## config.mk

```make
export PLATFORM = sky130hd
export DESIGN_NAME = srsw_ram
export DESIGN_NICKNAME = d
export VERILOG_FILES = /design/src/srsw_ram.sv
export SDC_FILE = /design/constraint.sdc
export NUM_CORES = 1
export LEC_CHECK = 0
export BUFFER_PORTS_ARGS = -buffer_cell sky130_fd_sc_hd__buf_4
export CORE_MARGIN = 1.5
export CORE_UTILIZATION = 55
export CTS_CLUSTER_DIAMETER = 80
export DETAILED_ROUTE_END_ITERATION = 7
export GPL_ROUTABILITY_DRIVEN = 0
export HOLD_SLACK_MARGIN = 0.15
export PLACE_DENSITY = 0.73
export SLEW_MARGIN = 30
export SYNTH_ARGS = -nofsm -noshare
export SYNTH_HDL_FRONTEND = slang
export SYNTH_SLANG_ARGS = --single-unit
```

## constraint.sdc

```tcl
create_clock -name i_clk -period 2.55 [get_ports i_clk]
set_input_delay 0.3825 -clock i_clk [delete_from_list [all_inputs] [get_ports i_clk]]
set_output_delay 0.3825 -clock i_clk [all_outputs]
set_load 0.01 [all_outputs]
```

## src/srsw_ram.sv

```systemverilog
`default_nettype none
module srsw_ram #(
    parameter int WIDTH = 8,
    parameter int DEPTH = 16
) (
    input  wire                      i_clk,
    input  wire                      i_we,
    input  wire  [$clog2(DEPTH)-1:0] i_waddr,
    input  wire  [WIDTH-1:0]         i_wdata,
    input  wire  [$clog2(DEPTH)-1:0] i_raddr,
    output logic [WIDTH-1:0]         o_rdata
);
    logic [WIDTH-1:0] r_mem [DEPTH];

    always_ff @(posedge i_clk) begin
        if (i_we) begin
            r_mem[i_waddr] <= i_wdata;
        end
        o_rdata <= r_mem[i_raddr];
    end
endmodule
`default_nettype wire

```

==> flow_metrics.py <==
metrics = {
    "outcome": {
        "outcome": "completed",
    },
    "die": {
        "start_util_pct": 56.2,
        "die_x_um": 99.7,
        "io_pins": 26,
        "rows": 35,
        "die_h_um": 99.7,
        "dieArea_mm2": 0.00995,
        "design.core.area_mm2": 0.00915,
    },
    "global_route": {
        "grt_overflow_total": 0,
        "grt_pass1_vias": 2548,
        "grt_pass1_wl_um": 14500,
        "antenna_found_initial": 0,
        "grt_use_total_pct": 21.2,
        "grt_max_degree": 33,
    },
    "cts": {
        "cts_made_buffers": 17,
        "tritoncts": "built",
        "cts.clk_slew.worst_paths_ns": 0.06,
        "cts.sinks": 136,
        "post_cts_buffers": 0,
        "root_buffer": "clkbuf_8",
        "clkLatencyLatePin_ns": 0.51,
        "h-tree-depth": 4,
        "cts_buffer_depth": 2,
    },
    "layout": {
        "final_common_cell": "edfxtp_1",
        "layout-drive-gt1-share_pct": 29.1,
        "syn2layout_area_growth_pct": 18.1,
        "final_cell_mix": "edfxtp_1, buf_4, mux4_2",
        "diodes": 0,
        "fin_nets": 301,
    },
    "timing": {
        "max_freq_ghz": 0.685,
        "fin_crit_sh_pct": 57.2,
        "fin_tns_setup_ns": 0,
        "worst_pin_slew_ns": 0.758,
        "rsz0062_at_grt": "false",
        "period_needed_ns": 1.46,
        "finalSetupViolations": 0,
        "slew_violations": 0,
        "skew_ns": 0.00618,
        "finalHoldViolations": 0,
        "relSlewSlack_pct": 49.4,
    },
    "route": {
        "viasPerCell": 5.97,
        "wl_met3_um": 709,
        "top_layer": "met4",
        "drt-initial-drc-count": 211,
        "firstDrtPassIters": 5,
        "drc": 0,
        "wl_met2_um": 4720,
        "wl_per_cell_um": 23.1,
        "wl_met1_um": 3890,
        "routed_wl_um": 9410,
        "vias": 2428,
        "final_antenna_net_count": 0,
    },
    "pwr": {
        "p_total_w": 0.00496,
        "pwr_density_cell_mw_per_mm2": 816,
        "leakage_nw": 2.08,
        "irDropWorstVdd_uv": 401,
    },
    "logic_synthesis": {
        "synth_nets": 247,
        "yosys-top-cells-area": "edfxtp_1, mux4_2, mux4_1, dfxtp_1, a22oi_1",
        "synth.distinct_cells": 19,
        "synthSimpleGateAreaFrac_pct": 3.18,
        "syn_avg_cell_area_um2": 22.5,
        "yosysWarnings": 0,
        "synth_area_leader_cell": "edfxtp_1",
        "synth-compound-area-share_pct": 2.33,
        "synth_seq_cells": 136,
        "synth_top_family_by_area": "multiplexers",
        "synthCells": 229,
        "synth_xor_area_share_pct": 0,
        "synthAdderAreaFrac_pct": 0,
        "yosysSeqAreaShare_pct": 77.8,
        "synth.top_cell.area_share_pct": 74.7,
        "synth_area_mm2": 0.00515,
        "muxShareOfSynthArea_pct": 15.0,
    },
    "worst_setup_path": {
        "cp_data_arrival_time_ns": 1.84,
        "cpMaxStageDelayCell": "mux4_2",
        "critPathKind": "input port to flip-flop",
        "startpoint_type": "input port",
        "cp-end-kind": "flip-flop",
        "critPathMaxFanout": 32,
        "cp_num_buf_inv": 1,
        "r2r_slack_ns": 1.17,
        "path_cells": "buf_4 -> mux4_2 -> a22oi_1 -> nand2_1",
        "crit_required_ns": 2.93,
        "crit_family": "multiplexers",
        "critPathMaxStageDelay_ns": 0.57,
    },
    "job": {
        "cap_violations": 0,
    },
    "min_path": {
        "hp-class": "input port to flip-flop",
    },
    "placement": {
        "dpl.hpwl_um": 5690,
        "port_buffers": 25,
    },
}
where the power goes:
group          leakage, nW  switching, W  total [W]  internal [W]
sequential            1.22     0.0000168    0.00252       0.00250
clock                0.258      0.000833    0.00220       0.00137
combinational        0.594      0.000128   0.000240      0.000113
total                 2.08      0.000978    0.00496       0.00398
layer usage:
| layer | vias to the layer above | track usage (%) |
|---|---|---|
| met5 | - | 0 |
| met2 | 101 | 31.3 |
| met1 | 1241 | 30.0 |
| met4 | 0 | 9.75 |
| met3 | 6 | 5.83 |
| li1 | 1080 | - |
final timing paths:
check | from | to | cells after the start
max | i_raddr[0] | o_rdata[6] | 4
min reg2reg | r_mem[12][5] | o_rdata[5] | 3
max reg2reg | r_mem[3][4] | o_rdata[4] | 3
min | i_wdata[3] | r_mem[13][3] | 1
synthesized netlist by cell type:
| cell | count |
|---|---|
| buf_4 | 1 |
| buf_6 | 3 |
| nor2b_1 | 1 |
| nand3_1 | 1 |
| nand3b_1 | 2 |
| or3b_2 | 1 |
| nand2_1 | 9 |
| buf_2 | 3 |
| clkdlybuf4s25_2 | 3 |
| dfxtp_1 | 8 |
| and2_1 | 1 |
| mux4_2 | 18 |
| nor2_1 | 13 |
| mux4_1 | 14 |
| edfxtp_1 | 128 |
| nand2b_1 | 2 |
| a22oi_1 | 16 |
| and2b_1 | 1 |
| nor3_1 | 4 |
area by class of cell:
cell class,instances,area (µm²)
clock buffer,21,429
clock inverter,11,106
fill,583,3070
sequential,136,4000
timing repair buffer,45,345
tap,111,139
multi-input combinational,83,1060
state kept, by name (all words and copies together) (netlist names):
register	flops
r_mem	128
o_rdata	8
metrics by stage:
stage / instances / instance area (µm²) / hold WS (ns) / utilization [%] / setup slack, ns
5_1_grt: 407 / 6080 / 0.161 / 66.4 / 1.04
3_5_place_dp: 372 / 5520 / 0.658 / 60.3 / 0.568
6_report: 407 / 6080 / 0.174 / 66.4 / 1.09
3_3_place_gp: 372 / 5520 / 0.646 / 60.3 / 0.567
4_1_cts: 407 / 6080 / 0.151 / 66.4 / 1.10
2_1_floorplan: 229 / 5150 / 0.481 / - / 0.675
worst register-to-register path, stage by stage (launching register included):
cell and delay, ns:
edfxtp_1 0.38, mux4_2 0.48, a22oi_1 0.29, nand2_1 0.11
logic make-up after synthesis:
kind of cell,after synthesis
multiplexers,32
buffers and inverters,10
flip-flops,136
AO/OA/AOI/OAI,16
AND/OR/NAND/NOR,35
repair_timing:
item / 4_1_cts / 5_1_grt
hold buffers: 3 / 0
endpoints found under the setup margin: 0 / 0
endpoints found under the hold margin: 32 / 0
resized for setup: 0 / 0
No activity file was read; power rests on OpenSTA's default activity.
