## src/srsw_mod.sv

```systemverilog
`default_nettype none
// Sequential remainder a % d, one quotient bit per cycle.
module srsw_mod (
    input  wire         i_clk,
    input  wire         i_rst_n,
    input  wire         i_start,
    input  wire  [31:0] i_num,
    input  wire  [31:0] i_den,
    output logic        o_done,
    output logic [31:0] o_rem
);
    logic [31:0] r_num, n_num, r_den;
    logic [32:0] r_rem, n_rem, w_sh;
    logic [5:0]  r_cnt;
    logic        r_busy;

    always_comb begin
        w_sh  = {r_rem[31:0], r_num[31]};
        n_rem = (w_sh >= {1'b0, r_den}) ? w_sh - {1'b0, r_den} : w_sh;
        n_num = {r_num[30:0], 1'b0};
    end

    always_ff @(posedge i_clk) begin
        if (!i_rst_n) begin
            r_busy <= 1'b0;
            o_done <= 1'b0;
            r_cnt  <= '0;
        end else begin
            o_done <= 1'b0;
            if (i_start) begin
                r_busy <= 1'b1;
                r_cnt  <= 6'd32;
            end else if (r_busy) begin
                r_cnt <= r_cnt - 6'd1;
                if (r_cnt == 6'd1) begin
                    r_busy <= 1'b0;
                    o_done <= 1'b1;
                end
            end
        end
    end

    always_ff @(posedge i_clk) begin
        if (i_start) begin
            r_num <= i_num;
            r_den <= i_den;
            r_rem <= '0;
        end else if (r_busy) begin
            r_num <= n_num;
            r_rem <= n_rem;
        end
    end

    assign o_rem = r_rem[31:0];
endmodule
`default_nettype wire

```

## config.mk

```make
export PLATFORM = sky130hd
export DESIGN_NAME = srsw_mod
export DESIGN_NICKNAME = d
export VERILOG_FILES = /design/src/srsw_mod.sv
export SDC_FILE = /design/constraint.sdc
export NUM_CORES = 1
export LEC_CHECK = 0
export ABC_CLOCK_PERIOD_IN_PS = 4900
export BUFFER_PORTS_ARGS = -buffer_cell sky130_fd_sc_hd__buf_2
export CORE_MARGIN = 8
export CORE_UTILIZATION = 60
export CTS_CLUSTER_SIZE = 25
export DETAILED_ROUTE_END_ITERATION = 8
export GPL_TIMING_DRIVEN = 0
export PLACE_DENSITY = 0.84
export SYNTH_ARGS = -nofsm -noshare
export SYNTH_HDL_FRONTEND = slang
export SYNTH_SLANG_ARGS = --single-unit
```

## constraint.sdc

```tcl
create_clock -name i_clk -period 4.9 [get_ports i_clk]
set_clock_uncertainty 0.15 [all_clocks]
set_input_delay 0.49 -clock i_clk [delete_from_list [all_inputs] [get_ports i_clk]]
set_output_delay 0.49 -clock i_clk [all_outputs]
set_load 0.02 [all_outputs]
```

==> summary.txt <==
Status
  – Status: complete, no violations

Synthesis
  – Mapped Area: 6017 um2
  – Top post-synthesis cells by area: edfxtp_1 (32%), dfxtp_1 (13%), ha_1 (7.1%)
  – Synth top area share: 0.3194
  – YS warnings: 0
  – Asr flop ratio synth: 0
  – Most frequent cell after synthesis: edfxtp_1
  – Syn nets: 704
  – Sequential area share after synthesis: 0.4525
  – EDFF count, synth: 64
  – Post-synthesis cell count: 602
  – Avg Cell Area, Syn: 9.995 um2
  – Netlist cell types: 67
  – Synth Register Bits: between 100 and 150
  – Yosys top cell by area: edfxtp_1
  – Most frequent cells after synthesis: edfxtp_1 (64), nor2_1 (63), a21oi_1 (51)
  – Main synth FF type: edfxtp_1

Layout
  – Layout area overhead: 14.26%
  – Multi-input logic area: 2970 um2
  – Nets: 814
  – Seq. cell area: 2723 um2
  – Final non-filler cell total: 850
  – Final Core Density: 0.7034
  – Diode count: 0
  – Cell area after layout: 6875 um2
  – Share of cells above drive strength 1: 0.2497
  – # fillers: roughly 800

Place
  – DP Wirelength: approximately 11000 um
  – GP Congestion: 0.9521
  – Pre-CTS setup slack: 1231 ps
  – IO buf count: 99
  – Dpl cell area: roughly 6700 um2
  – Cell count after placement: 834

Clocking
  – Post-CTS setup buffers: 0
  – CTS tree: yes
  – Clk root buf: clkbuf_8
  – Post_cts resized: 0
  – Number of CTS-inserted buffers: 9
  – Clock buffer depth: 2
  – Clk_lat worst skew: 400 ps
  – H-tree level count: 3
  – Total clock sinks: 104
  – Worst-path clk slew: 110 ps
  – Hold_buf cts: 0

Setup path
  – R2R Setup Slk: 1100 ps
  – CP startpoint: r_num[31]$_DFFE_PP_
  – Most used cell along the critical path: inv_1
  – Kind of critical path: register to register
  – Crit start category: register
  – Data arrival time of the critical path: 3950 ps
  – Setup crit end kind: register
  – Crit-path max FO: 5
  – Slowest stage cell on the critical path: a221o_1
  – Launching point of the worst reg2reg path: r_num[31]$_DFFE_PP_
  – CP cell instances: inv_1 > ha_1 > inv_1 > fa_1 > a21o_1 > a221o_1 > a211oi_2 > and3_4 > o31ai_4 > a311oi_1 > xnor2_1 > mux2i_1 > a211oi_1
  – Crit-path max cell delay: about 420 ps
  – FF-to-FF path depth: 13
  – Worst path required time: 5050 ps
  – Worst setup endpoint: r_rem[28]$_SDFFE_PP0P_
  – Reg2reg end: r_rem[28]$_SDFFE_PP0P_

Detailed routing
  – First DRT Iteration DRCs: 385
  – Vias: 4938
  – Via density: 5.809
  – WL per Instance: 17.67 um
  – Pre-antenna DRT Iters: 5
  – Total Wirelength: 15020 um
  – DRC Markers: 0
  – Post-route ant nets: 0

Global routing
  – First-pass GRT wire length: 23960 um
  – Grt total ovfl: 0
  – Vias in the first global route: 4968
  – Initial antenna violation count: 0
  – Tot GR Track Use: 0.2285
  – Largest net degree at the start of global routing: 34

STA
  – Max Transition Viols Final: 0
  – Final Cycle Share: 0.7757
  – Fmax: 263.1 MHz
  – Worst slew pin tran: 1168 ps
  – Hold Fails Final Rpt: 0
  – Worst setup margin: 1099 ps
  – Max-slew headroom: 0.2207
  – RSZ-0062 raised after global routing: no
  – Fin crit period: approximately 3800 ps
  – Final-report setup violation count: 0
  – Setup TNS: 0 ps

Hold path
  – Hold Path Class: input pin to register

Power and ir drop
  – Leak: 2.996 nW
  – Power Density: about 320 nW/um2
  – Max VDD drop: 0.0002895 V

Floorplanning
  – Effective utilization at floorplan: 0.6156
  – Core Region: 9774 um2
  – Die Width: between 100 and 150 um
  – IO Pins: 100
  – Die height: 116.1 um
  – Row cnt: 36
  – Die area: 13490 um2

Flow run
  – MaxCap Viol Count: 0
-- metrics by stage --
stage | hold slack [ps] | power, mW
floorplan | 303.6 | 1.477
CTS | 90.79 | 2.174
global placement | 309.0 | 1.616
global route | 75.79 | 2.279
detailed placement | 352.7 | 1.635
finish | 110.4 | 2.169
-- cell type report --
type,instances,share of cell area
flip-flops and latches,104,0.3960
clock inverters,5,0.006369
clock buffers,11,0.02220
inverters,45,0.02457
multi-input cells,423,0.4320
well taps,133,0.02420
repair buffers,99,0.07207
plain buffers,30,0.02257
-- where the power goes --
group	leakage (nW)	total (mW)	internal [mW]	switching (mW)
sequential	0.964	1.05	1.01	0.0393
combinational	1.94	0.577	0.237	0.341
clock	0.0936	0.542	0.223	0.319
-- critical path, delay by kind of cell (launching register included) --
kind / cells / cell delay [ps]
AOI/OAI and AO/OA: 6 / 1820
xor gates and xnor gates: 1 / 230
adders and majority gates: 2 / 560
buffers and inverters: 2 / 130
DFF: 1 / 410
muxes: 1 / 130
and+or+nand+nor: 1 / 270
-- state kept, by name, summed over array words and instances (netlist names) --
signal  cells
r_den      32
r_num      32
r_rem      32
r_cnt       6
o_done      1
r_busy      1
-- cells by family (layout without fill, tap and decap cells) --
logic type               after synthesis  in the layout  synth area share
adder cells (fa/ha/maj)               35             35           0.07403
multiplexers                          45             45           0.08151
buffers and inverters                 75            190           0.05386
flip-flops                           104            104            0.4525
AND/OR/NAND/NOR                      164            164            0.1306
XOR/XNOR                              30             30           0.04367
AO/OA/AOI/OAI                        149            149            0.1639
-- layer usage --
metal  up-vias  track usage  routed length, um
met1      2353       0.2612               6261
met2       173       0.3834               7180
li1       2381            -                  -
met5         -            0                  0
met3        31      0.08066               1233
met4         0      0.09075                346
-- how the worst min path moves through the flow --
stage                           from                    end  slack [ps]  cells past startpoint
6_report                    i_den[5]     r_den[5]$_DFFE_PP_         110                      1
5_1_grt                     i_den[7]     r_den[7]$_DFFE_PP_          80                      1
4_1_cts                     i_den[6]     r_den[6]$_DFFE_PP_          90                      1
3_5_place_dp   r_cnt[0]$_SDFFE_PP0P_  r_cnt[0]$_SDFFE_PP0P_         350                      2
3_3_place_gp   r_cnt[0]$_SDFFE_PP0P_  r_cnt[0]$_SDFFE_PP0P_         310                      2
2_1_floorplan  r_cnt[0]$_SDFFE_PP0P_  r_cnt[0]$_SDFFE_PP0P_         300                      2
-- cell usage in the layout, fill, tap and decap left out, drive strengths merged, types with 10 or more instances in the layout --
| master | instances |
|---|---|
| a211oi | 29 |
| a21o | 10 |
| a21oi | 52 |
| buf | 108 |
| clkbuf | 32 |
| dfxtp | 40 |
| edfxtp | 64 |
| ha | 34 |
| inv | 48 |
| mux2 | 32 |
| mux2i | 13 |
| nand2 | 37 |
| nand3 | 10 |
| nor2 | 65 |
| nor3 | 11 |
| o21ai | 24 |
| xnor2 | 16 |
| xor2 | 14 |
(Power assumes the default switching activity.)
